--- config.mk ---
export PLATFORM = sky130hd
export DESIGN_NAME = multi_button_debounce_press_detect_core
export DESIGN_NICKNAME = d
export VERILOG_FILES = /design/src/hdl/mbdp_pkg.sv /design/src/hdl/mbdp_lane.sv /design/src/hdl/mbdp_merge.sv /design/src/hdl/multi_button_debounce_press_detect_core.sv
export SDC_FILE = /design/constraint.sdc
export NUM_CORES = 1
export LEC_CHECK = 0
export BUFFER_PORTS_ARGS = -buffer_cell sky130_fd_sc_hd__buf_2
export CAP_MARGIN = 20
export CORE_UTILIZATION = 55
export CTS_CLUSTER_DIAMETER = 120
export DETAILED_ROUTE_END_ITERATION = 7
export PLACE_DENSITY = 0.68
export SLEW_MARGIN = 5
export SYNTH_ARGS = -nofsm -noshare
export SYNTH_HDL_FRONTEND = slang
export SYNTH_HIERARCHICAL = 1
export SYNTH_SLANG_ARGS = --single-unit
--- constraint.sdc ---
create_clock -name aclk -period 6 [get_ports aclk]
set_input_delay 0.6 -clock aclk [delete_from_list [all_inputs] [get_ports aclk]]
set_output_delay 0.6 -clock aclk [all_outputs]
set_load 0.01 [all_outputs]
--- src/hdl/mbdp_pkg.sv ---
// Package for the multi-button debounce and press detect block.
// Holds field widths, reset values and the command word shared by the lanes.
// No dependencies.
`timescale 1ns / 1ps

package mbdp_pkg;

    localparam int LEVEL_W         = 8;
    localparam int TIME_W          = 32;
    localparam int DELAY_W         = 16;
    localparam int RESULT_W        = 4;
    localparam int BUTTONS_DEFAULT = 8;

    localparam logic [DELAY_W-1:0] DEBOUNCE_RESET = DELAY_W'(50);

    // Broadcast to every lane on each accepted sample word.
    typedef struct packed {
        logic               step;
        logic [TIME_W-1:0]  now_ms;
        logic [DELAY_W-1:0] debounce_ms;
    } lane_cmd_t;

endpackage

--- src/hdl/mbdp_lane.sv ---
// Debounce lane for one button: raw history, change timestamp, debounced level.
// Depends on mbdp_pkg.
`timescale 1ns / 1ps

module mbdp_lane (
    input  logic               aclk,
    input  logic               aresetn,
    input  mbdp_pkg::lane_cmd_t cmd,
    input  logic               raw,
    output logic               rose
);

    logic                        prev_reg, prev_next;
    logic                        stable_reg, stable_next;
    logic [mbdp_pkg::TIME_W-1:0] change_time_reg, change_time_next;

    logic                        raw_changed;
    logic [mbdp_pkg::TIME_W-1:0] elapsed;
    logic                        settled;
    logic                        update;

    always_comb begin
        raw_changed = (raw != prev_reg);
        // Modulo 2^32 elapsed time; a fresh change blocks settling outright,
        // so it never settles in the same sample.
        elapsed     = cmd.now_ms - change_time_reg;
        settled     = !raw_changed
                      && (elapsed > {{(mbdp_pkg::TIME_W-mbdp_pkg::DELAY_W){1'b0}},
                                     cmd.debounce_ms});
        update      = settled && (raw != stable_reg);
        rose        = cmd.step && update && raw;

        prev_next        = prev_reg;
        stable_next      = stable_reg;
        change_time_next = change_time_reg;
        if (cmd.step) begin
            prev_next = raw;
            if (raw_changed) begin
                change_time_next = cmd.now_ms;
            end
            if (update) begin
                stable_next = raw;
            end
        end
    end

    always_ff @(posedge aclk) begin
        if (!aresetn) begin
            prev_reg        <= 1'b0;
            stable_reg      <= 1'b0;
            change_time_reg <= '0;
        end else begin
            prev_reg        <= prev_next;
            stable_reg      <= stable_next;
            change_time_reg <= change_time_next;
        end
    end

endmodule

--- src/hdl/mbdp_merge.sv ---
// Merge stage: picks the highest rising lane and holds the result word.
// Depends on mbdp_pkg.
`timescale 1ns / 1ps

module mbdp_merge #(
    parameter int LANES = mbdp_pkg::BUTTONS_DEFAULT
) (
    input  logic                          aclk,
    input  logic                          aresetn,
    input  logic                          step,
    input  logic [LANES-1:0]              rose,
    output logic                          take_ok,
    output logic                          m_valid,
    input  logic                          m_ready,
    output logic [mbdp_pkg::RESULT_W-1:0] m_pressed_button
);

    logic                          valid_reg, valid_next;
    logic [mbdp_pkg::RESULT_W-1:0] button_reg, button_next;
    logic [mbdp_pkg::RESULT_W-1:0] pick;

    // Highest index wins; 1-based, zero when nothing rose.
    always_comb begin
        pick = '0;
        for (int i = 0; i < LANES; i++) begin
            if (rose[i]) begin
                pick = mbdp_pkg::RESULT_W'(i + 1);
            end
        end
    end

    always_comb begin
        take_ok     = !valid_reg || m_ready;
        valid_next  = valid_reg;
        button_next = button_reg;
        if (step) begin
            valid_next  = 1'b1;
            button_next = pick;
        end else if (m_ready) begin
            valid_next  = 1'b0;
        end
    end

    always_ff @(posedge aclk) begin
        if (!aresetn) begin
            valid_reg <= 1'b0;
        end else begin
            valid_reg <= valid_next;
        end
        button_reg <= button_next;
    end

    assign m_valid          = valid_reg;
    assign m_pressed_button = button_reg;

endmodule

--- src/hdl/multi_button_debounce_press_detect_core.sv ---
// Top level of the multi-button debouncer with press detection.
// Depends on mbdp_pkg, mbdp_lane and mbdp_merge.
`timescale 1ns / 1ps

// Usage
//   Input channel (s_valid/s_ready): one word per sample, carrying the raw
//   button levels (bit i is button i) and the free-running millisecond time.
//   Result channel (m_valid/m_ready): one word per sample, the 1-based number
//   of the highest button whose debounced level rose in that sample, else 0.
//   Config channel (cfg_valid/cfg_ready): writes the debounce delay in ms; a
//   raw level must hold for strictly longer than this before it is taken.
//   Write it only while no sample is in flight. cfg_ready is always high.
// Timing
//   The result word is valid in the cycle after sample accept. Throughput is
//   one sample per cycle while the result register is free to load: every
//   button lane does its 32-bit elapsed-time subtract and compare in the
//   accept cycle, and the merge stage registers the priority-encoded result.
// Reset and stalls
//   Reset clears debounced levels, raw history and change times to zero and
//   restores the delay to 50 ms. While the receiver stalls, the result word
//   holds and s_ready stays high only if the result register is free to load.
//   Buttons at index 8 and above have no level bit, always read low and never
//   report, so only the lanes below that carry hardware.

module multi_button_debounce_press_detect_core #(
    parameter int BUTTONS = mbdp_pkg::BUTTONS_DEFAULT
) (
    input  logic                          aclk,
    input  logic                          aresetn,
    // sample words
    input  logic                          s_valid,
    output logic                          s_ready,
    input  logic [mbdp_pkg::LEVEL_W-1:0]  s_levels,
    input  logic [mbdp_pkg::TIME_W-1:0]   s_now_ms,
    // result words
    output logic                          m_valid,
    input  logic                          m_ready,
    output logic [mbdp_pkg::RESULT_W-1:0] m_pressed_button,
    // debounce delay writes
    input  logic                          cfg_valid,
    output logic                          cfg_ready,
    input  logic [mbdp_pkg::DELAY_W-1:0]  cfg_debounce_ms
);

    // Lanes that can ever see a high level.
    localparam int LANES = (BUTTONS < mbdp_pkg::LEVEL_W) ? BUTTONS : mbdp_pkg::LEVEL_W;

    logic [mbdp_pkg::DELAY_W-1:0] debounce_reg, debounce_next;
    mbdp_pkg::lane_cmd_t          cmd;
    logic [LANES-1:0]             rose;
    logic                         take_ok;
    logic                         step;

    // Hold the delay; load it on every config write.
    assign cfg_ready = 1'b1;

    always_comb begin
        debounce_next = debounce_reg;
        if (cfg_valid && cfg_ready) begin
            debounce_next = cfg_debounce_ms;
        end
    end

    always_ff @(posedge aclk) begin
        if (!aresetn) begin
            debounce_reg <= mbdp_pkg::DEBOUNCE_RESET;
        end else begin
            debounce_reg <= debounce_next;
        end
    end

    // Advance all lanes together on each accepted sample word.
    assign s_ready = take_ok;
    assign step    = s_valid && take_ok;

    always_comb begin
        cmd.step        = step;
        cmd.now_ms      = s_now_ms;
        cmd.debounce_ms = debounce_reg;
    end

    for (genvar g = 0; g < LANES; g++) begin : g_lane
        mbdp_lane u_lane (
            .aclk    (aclk),
            .aresetn (aresetn),
            .cmd     (cmd),
            .raw     (s_levels[g]),
            .rose    (rose[g])
        );
    end

    // Combine the lane flags into one result word.
    mbdp_merge #(
        .LANES (LANES)
    ) u_merge (
        .aclk             (aclk),
        .aresetn          (aresetn),
        .step             (step),
        .rose             (rose),
        .take_ok          (take_ok),
        .m_valid          (m_valid),
        .m_ready          (m_ready),
        .m_pressed_button (m_pressed_button)
    );

endmodule

### Yosys cells after proc, flatten, opt, wreduce, memory -nomap -nowiden

Cells that the tools add are included.

| storage, ports and cells | value |
|---|---|
| register bits after elaboration | 293 |
| output and inout port bits | 7 |
| logic and storage cells | 128 |

| operators by class | value |
|---|---|
| add/subtract/negate cells | 8 |
| magnitude comparators | 8 |
| equality and inequality tests | 16 |
| mux-type cells | 9 |
| reductions and logical operators | 60 |

Operators with widths:

| kind | count |
|---|---|
| greater-than comparator 32 x 16 -> 1 bit | 8 |
| subtractor 32 bit | 8 |
| logical AND 1 bit | 33 |
| AND reduction 2 bit | 16 |
| != test 1 bit | 16 |
| two-way mux 3 bit | 4 |
| zero test 1 bit | 9 |
| two-way mux 2 bit | 2 |
| two-way mux 1 bit | 3 |
| nonzero test 2 bit | 1 |
| logical OR 1 bit | 1 |

### Logic depth before layout (Yosys ltp)

Gate-level depths: netlist (run 1).

| logic depth | value |
|---|---|
| depth in word-level cells | 13 |
| mapped depth | 26 |
| mapped depth without buffers | 25 |

### Modules after synthesis

The synthesis (run 1) kept the hierarchy.

By module, submodules not included:

| module | times used | cells an instance | area each (um^2) | sequential area each (um^2) |
|---|---|---|---|---|
| mbdp_lane (g_lane[3].u_lane ...) | 4 | 511 | 3,804.9 | 680.7 |
| mbdp_lane (g_lane[1].u_lane) | 1 | 535 | 3,876.2 | 680.7 |
| mbdp_lane (g_lane[7].u_lane) | 1 | 544 | 3,868.7 | 680.7 |
| mbdp_lane (g_lane[0].u_lane) | 1 | 515 | 3,734.8 | 680.7 |
| mbdp_lane (g_lane[2].u_lane) | 1 | 522 | 3,721.1 | 680.7 |
| multi_button_debounce_press_detect_core | 1 | 54 | 625.6 | 320.3 |
| mbdp_merge | 1 | 18 | 226.5 | 140.1 |

### Least setup slack after synthesis (run 1)

Ideal clock, no wire load.

| path | value |
|---|---|
| kind | input port to flip-flop |
| start point | in s_now_ms[2] in the netlist's numbering |
| end point | reg u_merge.button_reg (netlist bit u_merge/m_pressed_button[1]), data pin |
| library setup time | 271 ps |
| arrival time | 5,157 ps |
| required time | 5,729 ps |
| slack | 572 ps |
| cell stages on the path | 24 |
| buffers on the path | 1 |
| cells stage by stage | ha_1 -> o211ai_1 -> a21oi_1 -> a211oi_1 -> o31a_1 -> buf_2 -> nor2b_1 -> o21ai_0 -> nand2b_1 -> a31oi_1 -> xnor2_1 -> ha_1 -> nand4_4 -> or4_4 -> nor2_4 -> nor3_1 -> a2111oi_4 -> nand4_1 -> or4_1 -> nor4b_2 -> a41o_1 -> nor2_1 -> o21ai_0 -> a21oi_1 |

| between the ends | value |
|---|---|
| word-level cells in the longest chain between the ends | 12 |
| elaborated cells between the ends (all ways) | 48 |
| those cells by class | add/sub (7); order compare (7); mux (6); reduce/logical (28) |

Ends and longest elaborated chain:

| item | RTL line | text |
|---|---|---|
| start: declaration | multi_button_debounce_press_detect_core.sv:34 | `input logic [mbdp_pkg::TIME_W-1:0] s_now_ms,` |
| subtractor 32 bit | mbdp_lane.sv:26 | `elapsed = cmd.now_ms - change_time_reg;` |
| greater-than comparator 32 x 16 -> 1 bit | mbdp_lane.sv:28 | `&& (elapsed > {{(mbdp_pkg::TIME_W-mbdp_pkg::DELAY_W){1'b0}},` |
| logical AND 1 bit | mbdp_lane.sv:28 |  |
| logical AND 1 bit | mbdp_lane.sv:30 | `update = settled && (raw != stable_reg);` |
| logical AND 1 bit (2 in a row) | mbdp_lane.sv:31 | `rose = cmd.step && update && raw;` |
| via rose[1] | multi_button_debounce_press_detect_core.sv:50 | `logic [LANES-1:0] rose;` |
| two-way mux 2 bit (2 in a row) | mbdp_merge.sv:26 | `if (rose[i]) begin` |
| two-way mux 3 bit (4 in a row) | mbdp_merge.sv:26 |  |
| end signal: assignment | mbdp_merge.sv:50 | `button_reg <= button_next;` |
| end: declaration | mbdp_merge.sv:19 | `logic [mbdp_pkg::RESULT_W-1:0] button_reg, button_next;` |

The timed path passes the listed nets, and every way through them passes these cells.
A chain may end at the register's enable or synchronous reset.

### Final worst setup path (run 1)

| path | value |
|---|---|
| start point | reg g_lane[1].u_lane/change_time_reg[4] in the netlist's numbering |
| end point | reg u_merge.button_reg (netlist bit u_merge/m_pressed_button[1]), data pin |

| between the ends | value |
|---|---|
| word-level cells in the longest chain between the ends | 12 |

Ends and longest elaborated chain:

| item | RTL line | text |
|---|---|---|
| start: declaration | mbdp_lane.sv:15 | `logic [mbdp_pkg::TIME_W-1:0] change_time_reg, change_time_next;` |
| start signal: assignment | mbdp_lane.sv:55 | `change_time_reg <= change_time_next;` |
| subtractor 32 bit | mbdp_lane.sv:26 |  |
| greater-than comparator 32 x 16 -> 1 bit | mbdp_lane.sv:28 |  |
| logical AND 1 bit | mbdp_lane.sv:28 |  |
| logical AND 1 bit | mbdp_lane.sv:30 |  |
| logical AND 1 bit (2 in a row) | mbdp_lane.sv:31 |  |
| via rose[1] | multi_button_debounce_press_detect_core.sv:50 |  |
| two-way mux 2 bit (2 in a row) | mbdp_merge.sv:26 |  |
| two-way mux 3 bit (4 in a row) | mbdp_merge.sv:26 |  |

The timed path passes the listed nets, and every way through them passes these cells.

==> flow_summary_export.csv, run 1 <==
group,metric,value,unit
grt,top_usage_layer,"met2",
critical_path,crit_required,6.28,ns
sta,layout_min_cycle_time,5.34,ns
cts,clock_tree.root_cell,"clkbuf_16",
cts,hold_buffers,0,
critical_path,worstPathCellList,"inv_1 > ha_1 > o211ai_1 > a21oi_1 > a211oi_1 > o31a_1 > nor2b_1 > o21ai_0 > nand2b_1 > a31oi_1 > xnor2_1 > ha_1 > nand4_4 > or4_4 > nor2_4 > nor3_1 > a2111oi_4 > nand4_1 > or4_1 > nor4b_2 > a41o_1 > nor2_1 > o21ai_0 > a21oi_1",
yosys,syn_area,0.0313,mm²
yosys,synth_ff_type,"dfxtp_1",
cts,cts_tree,"done",
cts,cts_resized,0,
cts,post-cts-setup-buffer-count,0,
grt,grt_pass1_vias,27138,
sta,tightest_slew,1.01,ns
critical_path,start_kind,"flop",
grt,grt_overflow,0,
routing,firstDrtPassIters,6,
sta,finalMaxSlewViolations,0,
routing,ant_nets,0,
grt,grt_util_met3,0.0545,
sta,rsz0062_at_grt,"false",
grt,antenna_found_initial,6,
place,port-buffer-count,66,
yosys,ys_ff_latch,293,
cts,htreeDepth,2,
floorplan,start_util,0.556,
grt,use_met2,0.547,
sta,setup_viol,0,
flow_run,maxCapViolations,0,
sta,fmax,187,MHz
critical_path,cp_max_fo,5,
yosys,syn_inst,4232,
floorplan,rows,87,
critical_path,critPathArrivalTime,5.61,ns
yosys,ys_seq_area_frac,0.189,
sta,skew,0.0275,ns
sta,hold_violations,0,
layout,final_nets,4683,
cts,numCtsBuffers,37,
yosys,async_flop_share,0,
critical_path,cp.buffers_inverters,1,
place,post_dp_cell_area,0.0321,mm²
yosys,synth_cell_types,123,
routing,drtIter0Drc,2531,
floorplan,ios,68,
yosys,syn_area_per_cell,7.39,µm²
routing,finalWirelength,98800,µm
grt,grt_max_degree,211,
yosys,synth_edf_count,4,
sta,tns,0,ns
layout,design_area,0.0334,mm²
layout,drive_gt1_frac,0.0884,
place,routabilityCongestion,0.969,
grt,gr-usage-met1,0.445,
routing,vias,29753,
power,ir_drop,263,µV
critical_path,critPathKind,"flop to flop",
critical_path,crit_slowest_cell,"or4_4",
power,power_density,227,mW/mm²
layout,syn_to_final_growth,6.81,%
floorplan,core,0.0563,mm²
yosys,synth.net_count,4677,
power,leakagePower,13.1,nW
cts,clk_pin_slew,0.06,ns
hold_path,hold_class,"input port to flop",
critical_path,max_stage_delay,0.51,ns
sta,relSlewSlack,0.325,
place,place_ws,0.239,ns
floorplan,die_w,240,µm
sta,finalCritPeriodShare,0.889,
run_status,status,"complete, no violations",
place,dp.final_hpwl,74000,µm
yosys,ys.warnings.count,6,
sta,setup_ws,0.664,ns
floorplan,dieArea,0.0578,mm²
cts,clock_sinks,293,
routing,detail_route.wl_per_cell,19.7,µm
layout,fill_cells,5381,
routing,drc_errors,0,
layout,largest_register_ffs,256,
cts,cts_buffer_depth,3,
cts,insertion_delay,0.58,ns
layout,fin_util,0.594,
critical_path,path_delay_family,"simple AND/OR/NAND/NOR gates",
floorplan,die_h,240,µm
critical_path,end_kind,"flop",
grt,grt_pass1_wl,152000,µm
routing,vias_per_cell,5.92,
grt,grt_usage,0.339,
worst paths after layout:
kind	startpoint	endpoint	slack [ns]	depth (start not counted)
worst max register to register	g_lane[1].u_lane/change_time_reg[4]	u_merge/m_pressed_button[1]	0.66	24
worst min-delay path	cfg_debounce_ms[5]	debounce_reg[5]	0.24	3
worst min register to register	g_lane[0].u_lane/change_time_reg[22]	g_lane[0].u_lane/change_time_reg[22]	0.46	2
worst max-delay path	g_lane[1].u_lane/change_time_reg[4]	u_merge/m_pressed_button[1]	0.66	24
logic make-up after synthesis:
kind of cell	synth area share
adders and majority gates	0.156
buffers and inverters	0.0879
muxes	0.0164
DFF	0.189
xor gates and xnor gates	0.0499
and+or+nand+nor	0.214
AOI/OAI and AO/OA	0.287
other	0.000120
report_power, final:
part           internal, mW  switching, mW
Sequential             2.06         0.0764
Clock                  1.44          0.922
Combinational          1.19           1.88
worst register-to-register path: cells and delay by family (launching register included):
family                   cells  cell delay [ns]
AO/OA/AOI/OAI               10             1.94
XOR/XNOR                     1             0.09
adder cells (fa/ha/maj)      2             0.69
buffers and inverters        1             0.06
flip-flops                   1             0.33
AND/OR/NAND/NOR             10             1.97
final cells by class:
class	count	area, µm²	share of cell area
Sequential cell	293	5910	0.177
Antenna cell	4	10.0	0.000300
Timing Repair Buffer	148	985	0.0295
Multi-Input combinational cell	3310	22600	0.677
Clock buffer	51	1050	0.0314
Clock inverter	14	208	0.00622
Inverter	448	1680	0.0503
Tap cell	756	946	0.0283
synthesized netlist by cell type, drive strengths merged (9+ instances only):
library cell,n,share of area
a2111oi,30,0.013
a211oi,40,0.011
a21boi,272,0.065
a21o,94,0.023
a21oi,356,0.061
a221oi,15,0.0052
a311oi,9,0.0027
a31oi,18,0.0046
and2,33,0.0066
and3,15,0.0030
buf,59,0.015
clkbuf,121,0.018
dfxtp,289,0.19
ha,376,0.15
inv,448,0.054
mux2i,48,0.015
nand2,790,0.095
nand2b,41,0.0084
nand3,81,0.013
nand4,99,0.021
nor2,205,0.025
nor2b,39,0.0078
nor3,44,0.0072
nor4,17,0.0061
nor4b,10,0.0040
o2111ai,14,0.0043
o211ai,40,0.0098
o21a,62,0.015
o21ai,163,0.027
o21bai,24,0.0086
o22ai,13,0.0026
o31ai,18,0.0062
or2,10,0.0020
or3,17,0.0041
or4,12,0.0032
xnor2,118,0.033
xor2,60,0.017
routing by layer:
metal / wire, µm / share of wire
met5: 17 / 0.00017
met4: 4070 / 0.041
met3: 6950 / 0.070
met2: 44100 / 0.45
met1: 43700 / 0.44
through the flow:
| stage | power [mW] | hold slack [ns] | instances |
|---|---|---|---|
| CTS | 7.58 | 0.219 | 5020 |
| floorplan | 4.44 | 0.443 | 4232 |
| global route | 8.04 | 0.252 | 5022 |
| finish | 7.57 | 0.244 | 5024 |
| global placement | 5.17 | 0.451 | 4954 |
| detailed placement | 5.19 | 0.457 | 4955 |
layout by cell type, fill, tap and decap left out, types with 24 or more instances in the layout:
master	count
a21boi_0	271
and2_1	32
buf_4	80
o211ai_1	39
nand2_1	790
nand2b_1	40
ha_1	376
a21oi_1	330
clkbuf_16	37
nand4_1	93
xor2_1	60
a21o_1	81
xnor2_1	118
a211oi_1	30
o21ai_0	137
nor2b_1	39
nand3_1	81
mux2i_1	48
dfxtp_1	289
buf_2	65
o21a_1	61
inv_1	448
a21oi_2	24
nor3_1	43
nor2_1	203
(Power assumes the default switching activity.)
==> run 2: changes to the inputs <==
Settings changed: MAX_ROUTING_LAYER set to met4, RECOVER_POWER set to 25.
==> run 2 against run 1 <==
Against the previous run:
- the flow now finishes with violations (max-capacitance violations, max-slew violations)
- cell area up 0.12%
- maximum frequency decreased by 1.1%
- via count is 0.39% higher
- worst setup slack got worse by 0.058 ns
- count of clock-buffer cells in the layout increased by 5
- critical endpoint unchanged
- utilization is 0.069 points higher
- largest power group unchanged
- worst hold slack better by 0.0094 ns
- clock skew shrank 0.0083 ns
- sequential power barely moved
- global-route usage is 0.81 points higher
- non-clock buffer count grew 2
- cell count is essentially flat
==> flow_summary_export.csv, run 2 (synthesis gave the netlist of run 1 again) <==
group,metric,value,unit
run_status,status,"finished, violations left",
run_status,violations,"max-capacitance violations, max-slew violations",
critical_path,reg2reg_slack,0.61,ns
sta,skew,0.0192,ns
routing,vias_per_cell,5.94,
sta,layout_min_cycle_time,5.39,ns
cts,cts_resized,0,
layout,design_area,0.0334,mm²
power,ir_drop,199,µV
critical_path,critPathArrivalTime,5.67,ns
layout,drive_gt1_frac,0.0876,
floorplan,ios,68,
layout,syn_to_final_growth,6.94,%
layout,largest_register_ffs,256,
power,power_density,229,mW/mm²
cts,clk_pin_slew,0.06,ns
grt,grt_max_degree,148,
cts,insertion_delay,0.57,ns
routing,highest_layer,"met4",
place,post_dp_cell_area,0.0321,mm²
grt,antenna_found_initial,4,
grt,grt_usage,0.347,
cts,htreeDepth,2,
hold_path,hold_class,"input port to flop",
routing,wl_met1,44800,µm
critical_path,worstRegToRegCells,24,
sta,holdWs,0.253,ns
critical_path,start_kind,"flop",
sta,fmax,185,MHz
grt,grt_pass1_wl,152000,µm
critical_path,r2r-start,"g_lane[1].u_lane/change_time_reg[2]",
layout,final_nets,4687,
routing,ant_nets,0,
critical_path,critPathKind,"flop to flop",
cts,hold_buffers,0,
place,routabilityCongestion,0.987,
floorplan,start_util,0.556,
routing,firstDrtPassIters,5,
floorplan,rows,87,
cts,numCtsBuffers,39,
cts,post-cts-setup-buffer-count,0,
floorplan,die_h,240,µm
sta,relSlewSlack,-1.20,
place,dp.final_hpwl,74000,µm
cts,cts_tree,"done",
power,leakagePower,13.1,nW
critical_path,cp_max_fo,4,
critical_path,crit_path_start,"g_lane[1].u_lane/change_time_reg[2]",
critical_path,end_kind,"flop",
hold_path,holdCritStartpoint,"cfg_debounce_ms[1]",
routing,met2_length,43700,µm
layout,layout_commonest_cell,"nand2_1",
routing,detail_route.wl_per_cell,19.7,µm
floorplan,core,0.0563,mm²
grt,grt_pass1_vias,27083,
cts,clock_tree.root_cell,"clkbuf_16",
grt,grt_overflow,0,
floorplan,dieArea,0.0578,mm²
sta,tns,0,ns
cts,cts_buffer_depth,3,
routing,drtIter0Drc,2316,
floorplan,die_w,240,µm
layout,most-common-layout-cells,"790 x nand2_1, 448 x inv_1, 376 x ha_1",
critical_path,r2r-end,"u_merge/m_pressed_button[1]",
routing,drc_errors,0,
place,port-buffer-count,66,
critical_path,crit_required,6.27,ns
flow_run,maxCapViolations,4,
routing,finalWirelength,99200,µm
cts,clock_sinks,293,
routing,vias,29870,
critical_path,crit_path_end,"u_merge/m_pressed_button[1]",
sta,tightest_slew,3.30,ns
sta,rsz0062_at_grt,"false",
sta,finalMaxSlewViolations,329,
sta,setup_viol,0,
routing,route.met3.wl,6550,µm
sta,hold_violations,0,
sta,finalCritPeriodShare,0.899,
power,p_total,7.67,mW
hold_path,whs_path_depth,3,
-- run 2: worst min-delay path by stage --
stage | slack (ns) | to
floorplan | 0.44 | g_lane[0].u_lane/change_time_reg[5]
global placement | 0.45 | g_lane[2].u_lane/change_time_reg[2]
detailed placement | 0.46 | g_lane[2].u_lane/change_time_reg[2]
CTS | 0.22 | debounce_reg[1]
global route | 0.26 | debounce_reg[5]
finish | 0.25 | debounce_reg[1]
-- run 2: final cells by class --
| type | count | area [µm²] |
|---|---|---|
| fillers | 5423 | 22800 |
| multi-input cells | 3310 | 22600 |
| flip-flops and latches | 293 | 5910 |
| inverters | 448 | 1680 |
| clock buffers | 56 | 1190 |
| repair buffers | 150 | 950 |
| well taps | 756 | 946 |
| clock inverters | 13 | 144 |
| diodes | 3 | 7.51 |
-- run 2: through the flow --
step / util / worst slack [ns] / instances
floorplan: - / 0.572 / 4232
global placement: 0.571 / 0.250 / 4956
detailed placement: 0.571 / 0.197 / 4957
CTS: 0.595 / 0.606 / 5026
global route: 0.594 / 0.200 / 5028
finish: 0.594 / 0.605 / 5029
-- run 2: metal layers --
layer  GRT usage  vias up
li1            -    14803
met1       0.451    13969
met2       0.548      917
met3      0.0427      181
met4       0.131        0
met5           -        -
-- run 2: report_power, final --
group | internal (mW) | switching, mW
clock network | 1.51 | 0.940
logic | 1.19 | 1.89
registers | 2.06 | 0.0704
total | 4.77 | 2.90
-- run 2: worst max-delay path, cell delays in order (launching register included) --
cell and delay [ns]:
dfxtp_1 0.33, inv_1 0.05, ha_1 0.32, o211ai_1 0.18, a21oi_1 0.07, a211oi_1 0.32, o31a_1 0.21, nor2b_1 0.06
o21ai_0 0.14, nand2b_1 0.10, a31oi_1 0.22, xnor2_1 0.10, ha_1 0.35, nand4_4 0.12, or4_4 0.51, nor2_4 0.10
nor3_1 0.07, a2111oi_4 0.33, nand4_1 0.12, or4_1 0.50, nor4b_2 0.28, a41o_1 0.24, nor2_1 0.12, o21ai_0 0.20
a21oi_1 0.09
